## src/design/koet_pkg.sv

```systemverilog
// ----------------------------------------------------------------------------
// Keyed ordered entry table: shared definitions
// Command codes, field widths and sizing helpers used by the table logic.
// ----------------------------------------------------------------------------
`default_nettype none

package koet_pkg;

    localparam int KOET_DEPTH   = 64;
    localparam int KEY_W        = 8;
    localparam int SCORE_W      = 16;
    localparam int ENTRY_W      = KEY_W + SCORE_W;
    localparam int CMD_W        = 3;
    localparam int POS_W        = 6;
    localparam int CAP_W        = 7;
    localparam int TOTAL_W      = 7;
    localparam int S_DATA_W     = 32;
    localparam int M_DATA_W     = 48;
    localparam int APB_ADDR_W   = 3;
    localparam int APB_DATA_W   = 32;

    localparam logic [CAP_W-1:0] CAP_RESET = 7'd64;
    localparam logic [KEY_W-1:0] BLANK_KEY = 8'd32;

    localparam logic [CMD_W-1:0] CMD_APPEND = 3'd0;
    localparam logic [CMD_W-1:0] CMD_SET    = 3'd1;
    localparam logic [CMD_W-1:0] CMD_GET    = 3'd2;
    localparam logic [CMD_W-1:0] CMD_REMOVE = 3'd3;
    localparam logic [CMD_W-1:0] CMD_FIND   = 3'd4;
    localparam logic [CMD_W-1:0] CMD_COUNT  = 3'd5;

    // Register index of the capacity register (byte address 4 * index).
    localparam logic REG_CAPACITY = 1'b0;

    // Address width of a table of the given depth.
    function automatic int koet_aw(input int depth);
        koet_aw = (depth > 1) ? $clog2(depth) : 1;
    endfunction

    // Width of a count that can reach the depth itself.
    function automatic int koet_cw(input int depth);
        koet_cw = $clog2(depth + 1);
    endfunction

endpackage

`default_nettype wire

```

## src/design/koet_store.sv

```systemverilog
// ----------------------------------------------------------------------------
// Keyed ordered entry table: entry store
// Single-port-write, single-port-read table of key/score entries with a
// registered read.
// ----------------------------------------------------------------------------
`default_nettype none

module koet_store #(
    parameter int TABLE_DEPTH = koet_pkg::KOET_DEPTH
) (
    input  wire logic                                         i_clk,
    input  wire logic                                         i_we,
    input  wire logic [koet_pkg::koet_aw(TABLE_DEPTH)-1:0]    i_waddr,
    input  wire logic [koet_pkg::ENTRY_W-1:0]                 i_wdata,
    input  wire logic [koet_pkg::koet_aw(TABLE_DEPTH)-1:0]    i_raddr,
    output logic      [koet_pkg::ENTRY_W-1:0]                 o_rdata
);
    import koet_pkg::*;

    logic [ENTRY_W-1:0] r_mem [TABLE_DEPTH];
    logic [ENTRY_W-1:0] r_rdata;

    always_ff @(posedge i_clk) begin
        if (i_we) begin
            r_mem[i_waddr] <= i_wdata;
        end
    end

    always_ff @(posedge i_clk) begin
        r_rdata <= r_mem[i_raddr];
    end

    assign o_rdata = r_rdata;

endmodule

`default_nettype wire

```

## src/design/keyed_ordered_entry_table.sv

```systemverilog
// Append and rejected commands pass through the finish and output states to the result register.
// Set, get, find and count walk the table from position 0, one entry per cycle
// through the store's read port; remove walks from the given position to the end.
// A new request is taken only in the idle state, after the result is registered;
// the output state waits while an earlier result has not been taken.
// Reset is synchronous: table empty, capacity 64; the store is not cleared.
// ----------------------------------------------------------------------------
// Keyed ordered entry table
// Ordered table of key/score entries with append, set, get, remove, find and
// blank count commands, worked by a sequencer over the store's write and read ports.
// ----------------------------------------------------------------------------
`default_nettype none

module keyed_ordered_entry_table #(
    parameter int TABLE_DEPTH = koet_pkg::KOET_DEPTH
) (
    input  wire logic                              i_clk,
    input  wire logic                              i_rst_n,
    // Command stream
    input  wire logic                              i_s_tvalid,
    output logic                                   o_s_tready,
    // [7:0] key_char, [23:8] new_score, [29:24] position, [31:30] zero
    input  wire logic [koet_pkg::S_DATA_W-1:0]     i_s_tdata,
    // [2:0] command
    input  wire logic [koet_pkg::CMD_W-1:0]        i_s_tuser,
    // Result stream
    output logic                                   o_m_tvalid,
    input  wire logic                              i_m_tready,
    // [7:0] out_key, [23:8] out_score, [29:24] out_position,
    // [36:30] blank_total, [43:37] fill_level, [47:44] zero
    output logic      [koet_pkg::M_DATA_W-1:0]     o_m_tdata,
    // [0] ok
    output logic                                   o_m_tuser,
    // Configuration port
    input  wire logic                              psel,
    input  wire logic                              penable,
    input  wire logic                              pwrite,
    input  wire logic [koet_pkg::APB_ADDR_W-1:0]   paddr,
    input  wire logic [koet_pkg::APB_DATA_W-1:0]   pwdata,
    output logic      [koet_pkg::APB_DATA_W-1:0]   prdata,
    output logic                                   pready
);
    import koet_pkg::*;

    localparam int AW = koet_aw(TABLE_DEPTH);
    localparam int CW = koet_cw(TABLE_DEPTH);
    localparam int PW = (CW > POS_W) ? CW : POS_W;
    localparam int LW = (CW > CAP_W) ? CW : CAP_W;

    localparam logic [2:0] S_IDLE  = 3'd0;
    localparam logic [2:0] S_SCAN  = 3'd1;
    localparam logic [2:0] S_SHIFT = 3'd2;
    localparam logic [2:0] S_FIN   = 3'd3;
    localparam logic [2:0] S_OUT   = 3'd4;

    logic [2:0]          r_state, n_state;
    logic [CAP_W-1:0]    r_cap;
    logic [CW-1:0]       r_cnt, n_cnt;
    logic [CMD_W-1:0]    r_cmd, n_cmd;
    logic [KEY_W-1:0]    r_key, n_key;
    logic [SCORE_W-1:0]  r_score, n_score;
    logic [POS_W-1:0]    r_pos, n_pos;
    logic                r_push, n_push;
    logic [CW-1:0]       r_ridx, n_ridx;
    logic                r_pv, n_pv;
    logic [AW-1:0]       r_pidx, n_pidx;
    logic                r_ok, n_ok;
    logic [KEY_W-1:0]    r_okey, n_okey;
    logic [SCORE_W-1:0]  r_oscore, n_oscore;
    logic [AW-1:0]       r_opos, n_opos;
    logic [CW-1:0]       r_blank, n_blank;
    logic                r_m_tvalid, n_m_tvalid;
    logic [M_DATA_W-1:0] r_m_tdata, n_m_tdata;
    logic                r_m_tuser, n_m_tuser;

    logic                w_we;
    logic [AW-1:0]       w_waddr;
    logic [ENTRY_W-1:0]  w_wdata;
    logic [AW-1:0]       w_raddr;
    logic [ENTRY_W-1:0]  w_rdata;
    logic [KEY_W-1:0]    w_rd_key;
    logic [SCORE_W-1:0]  w_rd_score;
    logic                w_accept;
    logic                w_room;
    logic                w_more;
    logic                w_drained;
    logic                w_hit;
    logic                w_cfg_wr;

    koet_store #(
        .TABLE_DEPTH (TABLE_DEPTH)
    ) u_store (
        .i_clk   (i_clk),
        .i_we    (w_we),
        .i_waddr (w_waddr),
        .i_wdata (w_wdata),
        .i_raddr (w_raddr),
        .o_rdata (w_rdata)
    );

    assign w_rd_key   = w_rdata[ENTRY_W-1:SCORE_W];
    assign w_rd_score = w_rdata[SCORE_W-1:0];

    assign o_s_tready = (r_state == S_IDLE);
    assign w_accept   = i_s_tvalid && o_s_tready;

    assign w_room    = (LW'(r_cnt) < LW'(r_cap)) && (r_cnt < CW'(TABLE_DEPTH));
    assign w_more    = (r_ridx < r_cnt);
    // Every entry has been read and its data already examined.
    assign w_drained = !r_pv && !w_more;
    assign w_hit     = r_pv && (w_rd_key == r_key);
    assign w_raddr   = r_ridx[AW-1:0];

    // Configuration port
    assign pready   = 1'b1;
    assign w_cfg_wr = psel && penable && pwrite && pready;

    always_comb begin
        prdata = '0;
        if (paddr[2] == REG_CAPACITY) begin
            prdata = APB_DATA_W'(r_cap);
        end
    end

    always_ff @(posedge i_clk) begin
        if (!i_rst_n) begin
            r_cap <= CAP_RESET;
        end else if (w_cfg_wr && (paddr[2] == REG_CAPACITY)) begin
            r_cap <= pwdata[CAP_W-1:0];
        end
    end

    always_comb begin
        n_state    = r_state;
        n_cnt      = r_cnt;
        n_cmd      = r_cmd;
        n_key      = r_key;
        n_score    = r_score;
        n_pos      = r_pos;
        n_push     = r_push;
        n_ridx     = r_ridx;
        n_pv       = 1'b0;
        n_pidx     = r_pidx;
        n_ok       = r_ok;
        n_okey     = r_okey;
        n_oscore   = r_oscore;
        n_opos     = r_opos;
        n_blank    = r_blank;
        n_m_tvalid = r_m_tvalid && !i_m_tready;
        n_m_tdata  = r_m_tdata;
        n_m_tuser  = r_m_tuser;
        w_we       = 1'b0;
        w_waddr    = r_pidx;
        w_wdata    = {r_key, r_score};

        unique case (r_state)
            S_IDLE: begin
                if (w_accept) begin
                    n_cmd    = i_s_tuser;
                    n_key    = i_s_tdata[KEY_W-1:0];
                    n_score  = i_s_tdata[KEY_W+SCORE_W-1:KEY_W];
                    n_pos    = i_s_tdata[KEY_W+SCORE_W+POS_W-1:KEY_W+SCORE_W];
                    n_push   = 1'b0;
                    n_ridx   = '0;
                    n_ok     = 1'b0;
                    n_okey   = '0;
                    n_oscore = '0;
                    n_opos   = '0;
                    n_blank  = '0;
                    n_state  = S_FIN;
                    case (i_s_tuser) inside
                        CMD_APPEND: begin
                            n_push = 1'b1;
                        end
                        CMD_SET, CMD_GET, CMD_FIND: begin
                            n_state = S_SCAN;
                        end
                        CMD_COUNT: begin
                            n_ok    = 1'b1;
                            n_state = S_SCAN;
                        end
                        CMD_REMOVE: begin
                            if (PW'(i_s_tdata[KEY_W+SCORE_W+POS_W-1:KEY_W+SCORE_W])
                                    < PW'(r_cnt)) begin
                                n_ridx  = CW'(i_s_tdata[KEY_W+SCORE_W+POS_W-1:
                                                        KEY_W+SCORE_W]);
                                n_state = S_SHIFT;
                            end
                        end
                        default: begin
                        end
                    endcase
                end
            end

            S_SCAN: begin
                if (r_cmd == CMD_COUNT) begin
                    if (r_pv && (w_rd_key == BLANK_KEY)) begin
                        n_blank = r_blank + 1'b1;
                    end
                    if (w_drained) begin
                        n_state = S_FIN;
                    end else if (w_more) begin
                        n_pv   = 1'b1;
                        n_pidx = r_ridx[AW-1:0];
                        n_ridx = r_ridx + 1'b1;
                    end
                end else if (w_hit) begin
                    n_ok    = 1'b1;
                    n_state = S_FIN;
                    case (r_cmd)
                        CMD_SET: begin
                            w_we = 1'b1;
                        end
                        CMD_GET: begin
                            n_oscore = w_rd_score;
                        end
                        default: begin
                            n_opos = r_pidx;
                        end
                    endcase
                end else if (w_drained) begin
                    // A set that finds no match falls back to an append.
                    n_push  = (r_cmd == CMD_SET);
                    n_state = S_FIN;
                end else if (w_more) begin
                    n_pv   = 1'b1;
                    n_pidx = r_ridx[AW-1:0];
                    n_ridx = r_ridx + 1'b1;
                end
            end

            S_SHIFT: begin
                // The entry at the removal point is returned; each later one
                // moves down a place as it comes out of the store.
                if (r_pv) begin
                    if (PW'(r_pidx) == PW'(r_pos)) begin
                        n_okey   = w_rd_key;
                        n_oscore = w_rd_score;
                    end else begin
                        w_we    = 1'b1;
                        w_waddr = r_pidx - 1'b1;
                        w_wdata = w_rdata;
                    end
                end
                if (w_drained) begin
                    n_cnt   = r_cnt - 1'b1;
                    n_ok    = 1'b1;
                    n_state = S_FIN;
                end else if (w_more) begin
                    n_pv   = 1'b1;
                    n_pidx = r_ridx[AW-1:0];
                    n_ridx = r_ridx + 1'b1;
                end
            end

            S_FIN: begin
                if (r_push) begin
                    n_push = 1'b0;
                    if (w_room) begin
                        w_we    = 1'b1;
                        w_waddr = r_cnt[AW-1:0];
                        n_cnt   = r_cnt + 1'b1;
                        n_ok    = 1'b1;
                    end
                end
                n_state = S_OUT;
            end

            S_OUT: begin
                if (!r_m_tvalid || i_m_tready) begin
                    n_m_tvalid = 1'b1;
                    n_m_tuser  = r_ok;
                    n_m_tdata  = {4'd0, TOTAL_W'(r_cnt), TOTAL_W'(r_blank),
                                  POS_W'(r_opos), r_oscore, r_okey};
                    n_state    = S_IDLE;
                end
            end

            default: begin
                n_state = S_IDLE;
            end
        endcase
    end

    always_ff @(posedge i_clk) begin
        if (!i_rst_n) begin
            r_state    <= S_IDLE;
            r_cnt      <= '0;
            r_push     <= 1'b0;
            r_pv       <= 1'b0;
            r_m_tvalid <= 1'b0;
        end else begin
            r_state    <= n_state;
            r_cnt      <= n_cnt;
            r_push     <= n_push;
            r_pv       <= n_pv;
            r_m_tvalid <= n_m_tvalid;
        end
    end

    always_ff @(posedge i_clk) begin
        r_cmd     <= n_cmd;
        r_key     <= n_key;
        r_score   <= n_score;
        r_pos     <= n_pos;
        r_ridx    <= n_ridx;
        r_pidx    <= n_pidx;
        r_ok      <= n_ok;
        r_okey    <= n_okey;
        r_oscore  <= n_oscore;
        r_opos    <= n_opos;
        r_blank   <= n_blank;
        r_m_tdata <= n_m_tdata;
        r_m_tuser <= n_m_tuser;
    end

    assign o_m_tvalid = r_m_tvalid;
    assign o_m_tdata  = r_m_tdata;
    assign o_m_tuser  = r_m_tuser;

endmodule

`default_nettype wire
```

## config.mk

```make
export PLATFORM = sky130hd
export DESIGN_NAME = keyed_ordered_entry_table
export DESIGN_NICKNAME = d
export VERILOG_FILES = /design/src/design/koet_pkg.sv /design/src/design/koet_store.sv /design/src/design/keyed_ordered_entry_table.sv
export SDC_FILE = /design/constraint.sdc
export NUM_CORES = 2
export LEC_CHECK = 0
export ABC_AREA = 1
export BUFFER_PORTS_ARGS = -buffer_cell sky130_fd_sc_hd__buf_2
export CAP_MARGIN = 20
export CORE_MARGIN = 2
export CORE_UTILIZATION = 40
export CTS_CLUSTER_DIAMETER = 200
export DETAILED_ROUTE_END_ITERATION = 7
export PLACE_DENSITY = 0.61
export SLEW_MARGIN = 20
export SYNTH_ARGS = -nofsm -noshare
export SYNTH_HDL_FRONTEND = slang
export SYNTH_HIERARCHICAL = 1
export SYNTH_SLANG_ARGS = --single-unit
```

## constraint.sdc

```tcl
create_clock -name i_clk -period 8.5 [get_ports i_clk]
set_input_delay 0.425 -clock i_clk [delete_from_list [all_inputs] [get_ports i_clk]]
set_output_delay 0.425 -clock i_clk [all_outputs]
set_load 0.005 [all_outputs]
```

==> reports/qor.csv <==
stage,metric,value,unit
clocking,CTS H-tree depth,4,
final_layout,share of layout cells above drive strength 1,9.049,%
worst_setup_path,reg2reg start,r_pidx[3],
final_layout,area grow syn2layout,12.12,%
place,DP HPWL,92750,µm
sta,Rel. slew slack,23.35,%
grt,first-pass GRT wire length,272400,µm
clocking,# resized after CTS,0,
final_layout,number of diodes,0,
sta,final setup fails,0,
synth,Synth cell types,43,
synth,area share of the largest cell type after synthesis,71.28,%
pwr,Sw Share,37.47,%
pwr,Pleak,0.02849,µW
synth,post-synthesis simple-gate area fraction,22.19,%
drt,DR vias,45430,
floorplan,starting density of the core,40.31,%
worst_setup_path,critical-path cell list,"inv_2, nand2_1, nand2_1, nor2_1, nand3_4, nand2_4, inv_1, nand3_1, nand3_1, nand3_1, nand3_1, nor2_2, buf_4",
pwr,internal power,16340,µW
outcome,status,"finished, final reports clean",
synth,cells after synthesis,6012,
floorplan,Die Ht,422.8,µm
final_layout,layout net count,6205,
sta,setup TNS,0,ns
worst_setup_path,CP Max Fanout,51,
clocking,Worst-path clk slew,0.06,ns
worst_setup_path,Worst Reg-to-Reg Cells,13,
worst_setup_path,CP Capture Type,flop,
min_path,min-delay worst type,input pin to flop,
sta,Fmax,0.2194,GHz
drt,vias per std cell,5.301,
min_path,Hold Path Stages,5,
clocking,insertion delay to the later sink of the worst-skew pair,0.82,ns
pwr,Flop pwr share,39.4,%
place,PortBufs,101,
pwr,Cell Pwr Density,332.2,nW/µm²
grt,vias in the first global route,42140,
sta,"Hold Vio Cnt, Final",0,
worst_setup_path,Critical Path Source Type,flop,
min_path,worst-case hold path end point,r_state[0],
synth,xor/xnor share of the synthesized area,0.1374,%
synth,ys async rst share,0,%
clocking,TritonCTS clock tree,yes,
synth,Post-synth EDFFs,1665,
place,Final GP Congestion,0.8950,
clocking,clk root buf,clkbuf_16,
worst_setup_path,Crit Path Class,flop to flop,
synth,Yosys reg bits,1709,
synth,Post-synth top flop,edfxtp_1,
worst_setup_path,Slowest Stage Delay on Critical Path,0.71,ns
min_path,hold path start,i_s_tvalid,
floorplan,I/O pins,161,
worst_setup_path,crit path DAT,5.04,ns
grt,GRT overflow,0,
run,max-cap viol count,0,
sta,Fin Clk Skew,0.02726,ns
clocking,CTS sink count,1709,
worst_setup_path,Top delay family on crit path,simple AND/OR/NAND/NOR gates,
sta,Final min period,4.559,ns
drt,router iterations before antenna repair,6,
floorplan,Std-Cell Rows,153,
pwr,Max rail drop VDD,272.3,µV
drt,WL final,185000,µm
grt,initial antenna violation count,1,
place,pre-CTS worst setup slack,4.055,ns
sta,final setup margin,3.941,ns
synth,mux share of post-synthesis cell area,0,%
final_layout,# fillers,15600,
worst_setup_path,reg2reg end,u_store/r_mem[42][16],
sta,actual slew at the worst max-slew pin,1.145,ns
worst_setup_path,R2R Setup Slk,3.94,ns
clocking,"Setup Fix Bufs, Post-CTS",0,
clocking,CTS buffer count,167,
sta,Max Slew Vio Count,0,
drt,DRC,0,
floorplan,Core Area,174000,µm²
pwr,Comb pwr share,33.0,%
drt,wire per inst,21.59,µm
drt,"antenna viol nets, final",0,
pwr,Psw,9791,µW
synth,Syn. warnings,6,
worst_setup_path,CP dominant cell by count,nand3_1,
clocking,CTS max path bufs,3,
synth,largest family of logic cells by synthesized area,simple AND/OR/NAND/NOR gates,
final_layout,"commonest non-fill, non-tap cells in the layout","nand2_1, edfxtp_1, nand3_1, clkbuf_16, inv_1",
sta,fin crit share,53.63,%
final_layout,"most common cell after layout, fill and taps aside",nand2_1,
final_layout,Post-Layout Cell Count,8569,
floorplan,Die X,422.8,µm
synth,Mapped Area,70140,µm²
final_layout,final core occ,45.19,%
synth,Synth area leaders,"edfxtp_1, nand2_1, nand3_1",
synth,sequential element share of the synthesized area,72.54,%
worst_setup_path,slowest cell on the critical path,nand2_4,
place,Inst Count DP,8212,
worst_setup_path,worst path bufs/invs,3,
grt,largest net degree at the start of global routing,191,
final_layout,Multi-input gate area,17040,µm²
grt,GRT Util Overall,20.21,%
worst_setup_path,required time worst endpoint,8.98,ns
drt,DR iter-0 viols,5002,
final_layout,FF/Latch Area,50880,µm²
synth,Synth Area in Compound Gates,0.6814,%
synth,Synth area leader,edfxtp_1,
floorplan,Total Die Area,178700,µm²
synth,adder-cell area share of the yosys netlist,0.4745,%
synth,Syn Area/Cell,11.67,µm²
sta,RSZ-0062 raised after global routing,false,
pwr,proportion of power drawn by the clock network,27.7,%
## kinds of logic after synthesis
group,count (synthesis)
xor+xnor,11
fa+ha+maj,26
buf+inv,510
simple gates,3666
other cells,2
compound gates,88
flops,1709
## state kept, by name, summed over array words and instances, names as in the netlist, 8 cells and up
| name | count |
|---|---|
| r_okey | 8 |
| r_oscore | 16 |
| u_store/o_rdata | 24 |
| o_m_tdata | 44 |
| r_score | 16 |
| r_key | 8 |
| u_store/r_mem | 1536 |
## power groups by stage
stage               logic [µW]  registers [µW]  clock network, µW
floorplan                 5860           10500                  0
global placement          8410           10400                  0
CTS                       8550           10300               7340
detailed placement        8500           10500                  0
global route              9460           10300               7650
finish                    8610           10300               7230
## cell type report
class	instances	area share (%)
inverter	132	0.6714
clock inverter	105	1.118
clock buffer	206	5.581
multi-input combinational	3821	21.67
tap	2325	3.699
sequential	1709	64.70
timing repair buffer	271	2.568
## synthesized netlist by cell type, types with 7 or more instances
library cell and number:
inv_1 123, dfxtp_1 44, clkbuf_1 68, buf_2 169, nor3_1 16, ha_1 25, xor2_1 7, nand4_1 8
nand3_1 1343, edfxtp_1 1665, a21oi_1 34, buf_1 30, buf_6 50, o21ai_0 37, nor2_1 161, buf_4 56
nand2_1 2117
## metal layers
metal	up-vias	wire length (µm)	global-route usage, %
li1	21090	-	-
met1	22200	79360	28.78
met2	1870	86310	32.09
met3	260	14720	2.959
met4	2	4614	6.083
met5	-	20	0
## how the worst max path moves through the flow
stage / start / end / slack (ns) / depth (start not counted)
3_3_place_gp: r_pidx[3] / u_store/r_mem[42][22] / 4.13 / 13
4_1_cts: r_pidx[4] / u_store/r_mem[42][23] / 4.05 / 13
6_report: r_pidx[3] / u_store/r_mem[42][16] / 3.94 / 13
5_1_grt: r_pidx[5] / u_store/r_mem[63][7] / 3.75 / 15
2_1_floorplan: r_pidx[5] / u_store/r_mem[0][14] / 4.18 / 8
3_5_place_dp: r_pidx[4] / u_store/r_mem[42][20] / 4.06 / 13
## metrics by stage
step | power (µW) | hold WS [ns] | cell area [µm²]
finish | 26130 | 0.1499 | 78640
global route | 27430 | 0.1620 | 78640
CTS | 26170 | 0.1072 | 78640
detailed placement | 18960 | 0.4080 | 72910
global placement | 18850 | 0.4031 | 72910
floorplan | 16320 | 0.4003 | 70250
## worst register-to-register path, delay by kind of cell, from the launching register on
family / cells / cell delay [ns]
and+or+nand+nor: 10 / 2.85
buffers and inverters: 3 / 0.92
DFF: 1 / 0.45
## repair_timing
action / 4_1_cts / 5_1_grt
endpoints found under the setup margin: 0 / 0
endpoints found under the hold margin: 50 / 0
hold buffers: 46 / 0
(Power assumes the default switching activity.)
